===== src/hw/rtl/wildcard_byte_pattern_search_unit_defines.svh =====
// Assertion macros for the wildcard byte pattern search unit.
// The asserting module must have signals named clk and rst in scope.
`ifndef WILDCARD_BYTE_PATTERN_SEARCH_UNIT_DEFINES_SVH
`define WILDCARD_BYTE_PATTERN_SEARCH_UNIT_DEFINES_SVH

// same-cycle implication
`define WBPS_ASSERT_NOW(label, ante, cons, msg) \
  label: assert property (@(posedge clk) disable iff (rst) (ante) |-> (cons)) \
    else $error(msg);

// next-cycle implication
`define WBPS_ASSERT_NEXT(label, ante, cons, msg) \
  label: assert property (@(posedge clk) disable iff (rst) (ante) |=> (cons)) \
    else $error(msg);

`endif


===== src/hw/rtl/wbps_pkg.sv =====
`timescale 1ns / 1ps

package wbps_pkg;

  localparam int MAX_PATTERN_DEF = 64;
  localparam int CMD_DEPTH = 4;
  localparam int RES_DEPTH = 2;

  localparam logic REG_PATTERN_LENGTH = 1'b0;
  localparam logic REG_BASE_ADDRESS   = 1'b1;

  typedef enum logic [1:0] {
    OP_LOAD,
    OP_SCAN,
    OP_SKIP
  } op_t;

  typedef struct packed {
    op_t        op;
    logic [5:0] entry_index;
    logic [7:0] pattern_byte;
    logic       care;
    logic [7:0] data_byte;
    logic       last_byte;
  } cmd_t;

  typedef struct packed {
    logic        found;
    logic [31:0] match_address;
  } res_t;

endpackage


===== src/hw/rtl/wildcard_byte_pattern_search_unit.sv =====
`timescale 1ns / 1ps
// Wildcard byte pattern search unit.
// Input queue: push/full. Each transaction is either a pattern load
// (func 0: entry_index, pattern_byte, care) or a stream byte (func 1:
// data_byte, last_byte). Result queue: empty/pop, carrying found and
// match_address; at most one result per scanned region.
// Config channel: cfg_valid/cfg_ready (ready is always high), cfg_index
// selects pattern_length or base_address. Write config only while idle.
// Throughput: one transaction per cycle while the result queue is not full,
// set by the shift-and update of the match vector against all entries at once.
// A result passes from the push of the byte that causes it through the
// command queue, then the result queue, before it can be popped.
// Reset clears both queues, the scan state, pattern_length to 1 and
// base_address to 0; pattern entries hold garbage until loaded.
// If the receiver stalls, the 2-entry result queue fills, the back end
// stops draining the 4-entry command queue, and full rises once that fills.
module wildcard_byte_pattern_search_unit import wbps_pkg::*; #(
  parameter int MAX_PATTERN = MAX_PATTERN_DEF
) (
  input  logic        clk,
  input  logic        rst,
  input  logic        push,
  output logic        full,
  input  logic        func,
  input  logic [5:0]  entry_index,
  input  logic [7:0]  pattern_byte,
  input  logic        care,
  input  logic [7:0]  data_byte,
  input  logic        last_byte,
  output logic        empty,
  input  logic        pop,
  output logic        found,
  output logic [31:0] match_address,
  input  logic        cfg_valid,
  output logic        cfg_ready,
  input  logic        cfg_index,
  input  logic [31:0] cfg_data
);

  logic [6:0]  pattern_length;
  logic [31:0] base_address;
  logic        cmd_valid;
  logic        cmd_pop;
  cmd_t        cmd;

  assign cfg_ready = 1'b1;

  always_ff @(posedge clk) begin
    if (rst) begin
      pattern_length <= 7'd1;
      base_address   <= 32'd0;
    end else if (cfg_valid && cfg_ready) begin
      case (cfg_index)
        REG_PATTERN_LENGTH: pattern_length <= cfg_data[6:0];
        REG_BASE_ADDRESS:   base_address   <= cfg_data;
        default:            base_address   <= base_address;
      endcase
    end
  end

  wbps_front #(
    .MAX_PATTERN(MAX_PATTERN)
  ) u_front (
    .clk         (clk),
    .rst         (rst),
    .push        (push),
    .full        (full),
    .func        (func),
    .entry_index (entry_index),
    .pattern_byte(pattern_byte),
    .care        (care),
    .data_byte   (data_byte),
    .last_byte   (last_byte),
    .cmd_pop     (cmd_pop),
    .cmd_valid   (cmd_valid),
    .cmd         (cmd)
  );

  wbps_back #(
    .MAX_PATTERN(MAX_PATTERN)
  ) u_back (
    .clk           (clk),
    .rst           (rst),
    .pattern_length(pattern_length),
    .base_address  (base_address),
    .cmd_valid     (cmd_valid),
    .cmd           (cmd),
    .cmd_pop       (cmd_pop),
    .pop           (pop),
    .empty         (empty),
    .found         (found),
    .match_address (match_address)
  );

endmodule


===== src/hw/rtl/wbps_fifo.sv =====
`timescale 1ns / 1ps

module wbps_fifo #(
  parameter int WIDTH = 8,
  parameter int DEPTH = 2
) (
  input  logic             clk,
  input  logic             rst,
  input  logic             wr_en,
  input  logic [WIDTH-1:0] wr_data,
  output logic             full,
  input  logic             rd_en,
  output logic [WIDTH-1:0] rd_data,
  output logic             empty
);

  localparam int AW = (DEPTH > 1) ? $clog2(DEPTH) : 1;
  localparam int CW = $clog2(DEPTH + 1);

  logic [WIDTH-1:0] mem [DEPTH];
  logic [AW-1:0]    wr_ptr;
  logic [AW-1:0]    rd_ptr;
  logic [CW-1:0]    count;
  logic             do_wr;
  logic             do_rd;

  assign full    = (count == CW'(DEPTH));
  assign empty   = (count == '0);
  assign do_wr   = wr_en && !full;
  assign do_rd   = rd_en && !empty;
  assign rd_data = mem[rd_ptr];

  always_ff @(posedge clk) begin
    if (do_wr) begin
      mem[wr_ptr] <= wr_data;
    end
  end

  always_ff @(posedge clk) begin
    if (rst) begin
      wr_ptr <= '0;
      rd_ptr <= '0;
      count  <= '0;
    end else begin
      if (do_wr) begin
        wr_ptr <= (wr_ptr == AW'(DEPTH - 1)) ? '0 : wr_ptr + AW'(1);
      end
      if (do_rd) begin
        rd_ptr <= (rd_ptr == AW'(DEPTH - 1)) ? '0 : rd_ptr + AW'(1);
      end
      case ({do_wr, do_rd})
        2'b10:   count <= count + CW'(1);
        2'b01:   count <= count - CW'(1);
        default: count <= count;
      endcase
    end
  end

endmodule


===== src/hw/rtl/wbps_front.sv =====
`timescale 1ns / 1ps

module wbps_front import wbps_pkg::*; #(
  parameter int MAX_PATTERN = MAX_PATTERN_DEF
) (
  input  logic       clk,
  input  logic       rst,
  input  logic       push,
  output logic       full,
  input  logic       func,
  input  logic [5:0] entry_index,
  input  logic [7:0] pattern_byte,
  input  logic       care,
  input  logic [7:0] data_byte,
  input  logic       last_byte,
  input  logic       cmd_pop,
  output logic       cmd_valid,
  output cmd_t       cmd
);

  cmd_t cmd_in;
  logic cmd_empty;

  // loads past the pattern store become skips here; the back end pops them unwritten
  always_comb begin
    cmd_in.entry_index  = entry_index;
    cmd_in.pattern_byte = pattern_byte;
    cmd_in.care         = care;
    cmd_in.data_byte    = data_byte;
    cmd_in.last_byte    = last_byte;
    if (func) begin
      cmd_in.op = OP_SCAN;
    end else if (32'(entry_index) < MAX_PATTERN) begin
      cmd_in.op = OP_LOAD;
    end else begin
      cmd_in.op = OP_SKIP;
    end
  end

  wbps_fifo #(
    .WIDTH($bits(cmd_t)),
    .DEPTH(CMD_DEPTH)
  ) u_cmd_fifo (
    .clk    (clk),
    .rst    (rst),
    .wr_en  (push),
    .wr_data(cmd_in),
    .full   (full),
    .rd_en  (cmd_pop),
    .rd_data(cmd),
    .empty  (cmd_empty)
  );

  assign cmd_valid = !cmd_empty;

endmodule


===== src/hw/rtl/wbps_back.sv =====
`timescale 1ns / 1ps
`include "wildcard_byte_pattern_search_unit_defines.svh"

module wbps_back import wbps_pkg::*; #(
  parameter int MAX_PATTERN = MAX_PATTERN_DEF
) (
  input  logic        clk,
  input  logic        rst,
  input  logic [6:0]  pattern_length,
  input  logic [31:0] base_address,
  input  logic        cmd_valid,
  input  cmd_t        cmd,
  output logic        cmd_pop,
  input  logic        pop,
  output logic        empty,
  output logic        found,
  output logic [31:0] match_address
);

  logic [7:0]             pattern_bytes [MAX_PATTERN];
  logic                   care_bits [MAX_PATTERN];
  logic [MAX_PATTERN-1:0] pm;
  logic [MAX_PATTERN-1:0] pm_next;
  logic [MAX_PATTERN-1:0] act_mask;
  logic [MAX_PATTERN-1:0] last_mask;
  logic [31:0]            pos;
  logic [31:0]            bias;
  logic                   done;
  logic [31:0]            len32;
  logic                   res_full;
  logic                   res_push;
  logic                   scan_take;
  logic                   load_take;
  logic                   hit;
  res_t                   res_in;
  res_t                   res_out;

  // clamp length to 1..MAX_PATTERN
  always_comb begin
    if (pattern_length == 7'd0) begin
      len32 = 32'd1;
    end else if (32'(pattern_length) > MAX_PATTERN) begin
      len32 = 32'(MAX_PATTERN);
    end else begin
      len32 = 32'(pattern_length);
    end
  end

  // config must stay static while busy (not enforced here), so masks and bias
  // are registered off it; the command queue lets them settle after a write
  always_ff @(posedge clk) begin
    bias <= base_address + 32'd1 - len32;
  end

  assign cmd_pop   = cmd_valid && !res_full;
  assign scan_take = cmd_pop && (cmd.op == OP_SCAN);
  assign load_take = cmd_pop && (cmd.op == OP_LOAD);

  always_ff @(posedge clk) begin
    for (int k = 0; k < MAX_PATTERN; k++) begin
      act_mask[k]  <= (32'(k) < len32);
      last_mask[k] <= (32'(k) + 32'd1 == len32);
      if (load_take && (32'(cmd.entry_index) == 32'(k))) begin
        pattern_bytes[k] <= cmd.pattern_byte;
        care_bits[k]     <= cmd.care;
      end
    end
  end

  for (genvar k = 0; k < MAX_PATTERN; k++) begin : g_entry
    logic prev;
    logic eq;

    if (k == 0) begin : g_first
      assign prev = 1'b1;
    end else begin : g_rest
      assign prev = pm[k-1];
    end

    assign eq         = !care_bits[k] || (pattern_bytes[k] == cmd.data_byte);
    assign pm_next[k] = act_mask[k] && prev && eq;
  end

  assign hit      = |(pm_next & last_mask);
  assign res_push = scan_take && !done && (hit || cmd.last_byte);

  always_comb begin
    res_in.found         = hit;
    res_in.match_address = hit ? (bias + pos) : 32'd0;
  end

  always_ff @(posedge clk) begin
    if (rst) begin
      pm   <= '0;
      pos  <= '0;
      done <= 1'b0;
    end else if (scan_take) begin
      if (cmd.last_byte) begin
        pm   <= '0;
        pos  <= '0;
        done <= 1'b0;
      end else if (!done) begin
        pm   <= pm_next;
        pos  <= pos + 32'd1;
        done <= hit;
      end
    end
  end

  wbps_fifo #(
    .WIDTH($bits(res_t)),
    .DEPTH(RES_DEPTH)
  ) u_res_fifo (
    .clk    (clk),
    .rst    (rst),
    .wr_en  (res_push),
    .wr_data(res_in),
    .full   (res_full),
    .rd_en  (pop),
    .rd_data(res_out),
    .empty  (empty)
  );

  assign found         = res_out.found;
  assign match_address = res_out.match_address;

  `WBPS_ASSERT_NOW(a_res_from_live_scan, res_push, scan_take && !done,
    "result pushed without a live scan")
  `WBPS_ASSERT_NOW(a_miss_zero_addr, res_push && !res_in.found,
    res_in.match_address == 32'd0, "not-found result carries an address")
  `WBPS_ASSERT_NEXT(a_done_after_hit, res_push && res_in.found && !cmd.last_byte,
    done, "search not closed after a match")
  `WBPS_ASSERT_NEXT(a_clear_on_last, scan_take && cmd.last_byte,
    (pm == '0) && (pos == 32'd0) && !done, "scan state not cleared at region end")

endmodule

===== config.mk =====
export PLATFORM = sky130hd
export DESIGN_NAME = wildcard_byte_pattern_search_unit
export DESIGN_NICKNAME = d
export VERILOG_FILES = /design/src/hw/rtl/wbps_pkg.sv /design/src/hw/rtl/wildcard_byte_pattern_search_unit.sv /design/src/hw/rtl/wbps_fifo.sv /design/src/hw/rtl/wbps_front.sv /design/src/hw/rtl/wbps_back.sv
export VERILOG_INCLUDE_DIRS = /design/src /design/src/hw/rtl
export SDC_FILE = /design/constraint.sdc
export NUM_CORES = 2
export LEC_CHECK = 0
export BUFFER_PORTS_ARGS = -buffer_cell sky130_fd_sc_hd__clkbuf_2
export CAP_MARGIN = 20
export CORE_MARGIN = 3
export CORE_UTILIZATION = 60
export DETAILED_ROUTE_END_ITERATION = 10
export MAX_ROUTING_LAYER = met4
export PLACE_DENSITY = 0.77
export SYNTH_ARGS = -nofsm -noshare
export SYNTH_HDL_FRONTEND = slang
export SYNTH_SLANG_ARGS = --single-unit

===== constraint.sdc =====
create_clock -name clk -period 13.53 [get_ports clk]
set_input_delay 1.353 -clock clk [delete_from_list [all_inputs] [get_ports clk]]
set_output_delay 1.353 -clock clk [all_outputs]
set_load 0.005 [all_outputs]

==> flow_summary.json <==
{
  "outcome": "finished clean",
  "power.switching_w": 0.00294,
  "numCtsBuffers": 102,
  "drive_gt1_share_pct": 10.5,
  "cp.arrival_ps": 6830,
  "hold_violations": 0,
  "grt_antenna_before_repair": 0,
  "setup_viol": 0,
  "num_vias": 26700,
  "synth_top_cell_by_area": "edfxtp_1",
  "synth_edf_count": 742,
  "worstPathRequired_ps": 14110,
  "pwr-share-seq_pct": 43.0,
  "cp_max_fo": 17,
  "p_per_area_nw_per_um2": 192,
  "worstPathCellList": "nor2_1 -> inv_1 -> nor2_1 -> inv_1 -> or3_1 -> nor2_1 -> a21o_1 -> inv_1 -> ha_1 -> ha_1 -> inv_1 -> fa_1 -> nor2b_1 -> o21ai_0 -> a21boi_1 -> o21ai_0 -> a31o_2 -> o211ai_1 -> a2111oi_0 -> o21bai_1 -> a21oi_1 -> xnor2_1",
  "seq_area_frac_synth_pct": 65.5,
  "leakage_nw": 15.9,
  "routabilityCongestion": 1.01,
  "worst_slew_pin_slew_ps": 1070,
  "vdd_drop_max_v": 0.000160,
  "clk_latency_ps": 670,
  "synth_cells": 3283,
  "critPathMaxStageDelay_ps": 620,
  "p_int_w": 0.00627,
  "ys_types": 74,
  "cts.path.max_buffers": 3,
  "synthTopCellsByCount": "742 x edfxtp_1, 560 x xnor2_1, 309 x dfxtp_1",
  "final.min_clock_period_ps": 6250,
  "layout.nets": 3524,
  "port_buffers": 97,
  "syn_avg_cell_area_sq_um": 13.2,
  "start_util_pct": 60.7,
  "dpl.cell_count": 4228,
  "async_flop_share_pct": 0,
  "hold_class": "reg2reg",
  "crit_path_end_kind": "register",
  "ant_nets": 0,
  "fin_setup_tns_ps": 0,
  "post-place-ws_ps": 7500,
  "finalNonFillerCells": 4420,
  "dieHeight_microns": 275,
  "wl_per_cell_microns": 24.0,
  "power_frac_clock_pct": 29.7,
  "grt_start_max_net_pins": 88,
  "ys_top_cells_by_area": "edfxtp_1 51%, dfxtp_1 14%, xnor2_1 11%, nand4_1 4.0%, ha_1 2.2%",
  "layout_setup_ws_ps": 7280,
  "cts_tree": "built",
  "num_io_pins": 99,
  "final.period_utilization_pct": 46.2,
  "rows": 98,
  "core_area_sq_um": 71600,
  "cts_hold_buf": 0,
  "relSlewSlack_pct": 28.3,
  "remaining_drc_errors": 0,
  "cpMostUsedCell": "inv_1",
  "die_area_sq_um": 75700,
  "cts_root_buffer": "clkbuf_16",
  "slowest_stage": "a2111oi_0",
  "grt_first_pass_wirelength_microns": 160000,
  "synth.most_common_cell": "edfxtp_1",
  "die_w_microns": 275,
  "cts_setup_buffers": 0,
  "crit_family": "compound AO/OA/AOI/OAI gates",
  "wl_microns": 106000,
  "drv_slew": 0,
  "critPathBufInv": 4,
  "rsz0062_at_grt": "false",
  "grt.total_usage_pct": 29.1,
  "crit_type": "reg2reg",
  "p_sw_share_pct": 31.9,
  "hpwl_microns": 65600,
  "cts_sinks": 1051,
  "clk_pin_slew_ps": 70,
  "maxCapViolations": 0,
  "htree_num_levels": 3,
  "drtPass1Iterations": 5,
  "yosysTopAreaCellShare_pct": 51.2,
  "fill_cells": 5004,
  "grt_pass1_vias": 26800,
  "netlist_area_sq_um": 43500,
  "worstSetupStartpointType": "register",
  "max_freq_ghz": 0.160,
  "final_util_pct": 67.0,
  "vias_per_cell": 6.05,
  "cts_resized": 0,
  "combPwrFrac_pct": 27.3,
  "grt.overflow.total": 0,
  "ys_ff_latch": 1051,
  "synth_ff_type": "edfxtp_1",
  "drt_iter0_markers": 2977,
  "yosys_warnings": 0,
  "area_growth_pct": 10.3,
  "finalClockSkew_ps": 21.6,
  "diodes": 0
}
[power groups by stage]
stage,Clock [W],Sequential (W),Combinational [W]
3_3_place_gp,0,0.00402,0.00243
2_1_floorplan,0,0.00399,0.00179
4_1_cts,0.00276,0.00396,0.00252
3_5_place_dp,0,0.00402,0.00250
6_report,0.00274,0.00396,0.00251
5_1_grt,0.00290,0.00397,0.00270
[worst reg2reg max path: stages, from the launching register on]
cell       delay (ps)
dfxtp_1           490
nor2_1            580
inv_1             230
nor2_1            610
inv_1             220
or3_1             400
nor2_1            120
a21o_1            250
inv_1             200
ha_1              230
ha_1              190
inv_1              70
fa_1              200
nor2b_1            50
o21ai_0           230
a21boi_1          170
o21ai_0           240
a31o_2            240
o211ai_1          280
a2111oi_0         620
o21bai_1          160
a21oi_1           230
xnor2_1           140
[kinds of logic after synthesis]
kind of cell / count (synthesis) / share of synthesized area (%)
adders and majority gates: 79 / 2.32
xor gates and xnor gates: 592 / 11.9
other: 1 / 0.00862
muxes: 67 / 2.36
AOI/OAI and AO/OA: 378 / 5.03
buffers and inverters: 209 / 2.47
DFF: 1051 / 65.5
and+or+nand+nor: 906 / 10.4
[through the flow]
stage	hold WS, ps	power (W)	area (sq um)
3_5_place_dp	449	0.00652	44700
2_1_floorplan	432	0.00579	43500
6_report	463	0.00921	48000
4_1_cts	457	0.00924	48000
3_3_place_gp	446	0.00645	44700
5_1_grt	485	0.00956	48000
[metal layers]
layer | vias up | share of wire (%) | track usage, %
met1 | 13200 | 40 | 37.0
met2 | 1163 | 49 | 48.1
met4 | 0 | 3.7 | 10.2
li1 | 12100 | - | -
met5 | - | 0 | -
met3 | 262 | 7.1 | 4.15
[state kept, by name, summed over array words and instances, names as in the netlist, 2 cells and up, named ones only]
register / cells
u_back.u_res_fifo.mem: 66
u_back.care_bits: 64
u_back.act_mask: 64
pattern_length: 7
u_back.pm: 63
u_front.u_cmd_fifo.count: 3
u_front.u_cmd_fifo.rd_ptr: 2
u_back.pattern_bytes: 512
u_front.u_cmd_fifo.mem: 100
u_front.u_cmd_fifo.wr_ptr: 2
u_back.u_res_fifo.count: 2
u_back.last_mask: 64
u_back.pos: 32
base_address: 32
u_back.bias: 32
[cell type report]
| cell class | count | area, sq um | share of cell area, % |
|---|---|---|---|
| Multi-Input combinational cell | 2024 | 14000 | 29.2 |
| Sequential cell | 1051 | 28500 | 59.4 |
| Timing Repair Buffer | 129 | 748 | 1.56 |
| Tap cell | 950 | 1190 | 2.48 |
| Clock inverter | 44 | 359 | 0.749 |
| Clock buffer | 148 | 2900 | 6.06 |
| Inverter | 74 | 278 | 0.579 |
[worst paths after layout]
path | slack [ps] | endpoint | from | depth (start not counted)
min | 460 | base_address[1] | base_address[1] | 2
min reg2reg | 460 | base_address[1] | base_address[1] | 2
max reg2reg | 7280 | u_back.bias[29] | pattern_length[5] | 22
max | 7280 | u_back.bias[29] | pattern_length[5] | 22
[layout by cell type (no fill, tap or decap), types with 11 or more instances in the layout]
| master | instances |
|---|---|
| ha_1 | 76 |
| a31oi_1 | 18 |
| o21ai_0 | 69 |
| o21ai_1 | 40 |
| dfxtp_1 | 308 |
| clkbuf_2 | 99 |
| mux2_2 | 33 |
| xnor2_1 | 560 |
| a21o_1 | 33 |
| a21oi_1 | 162 |
| nand3_1 | 31 |
| clkinv_2 | 21 |
| inv_1 | 72 |
| or3_1 | 11 |
| xor2_1 | 32 |
| nand2_1 | 220 |
| nor3_1 | 26 |
| nor2b_1 | 17 |
| edfxtp_1 | 742 |
| nor2_1 | 231 |
| clkbuf_16 | 106 |
| nand4_1 | 275 |
| and3_1 | 19 |
| o21bai_1 | 12 |
| buf_4 | 32 |
| mux4_2 | 12 |
| clkbuf_1 | 30 |
| mux4_4 | 13 |
| and2_1 | 36 |
Note: power is estimated with default switching activity, not from simulation.
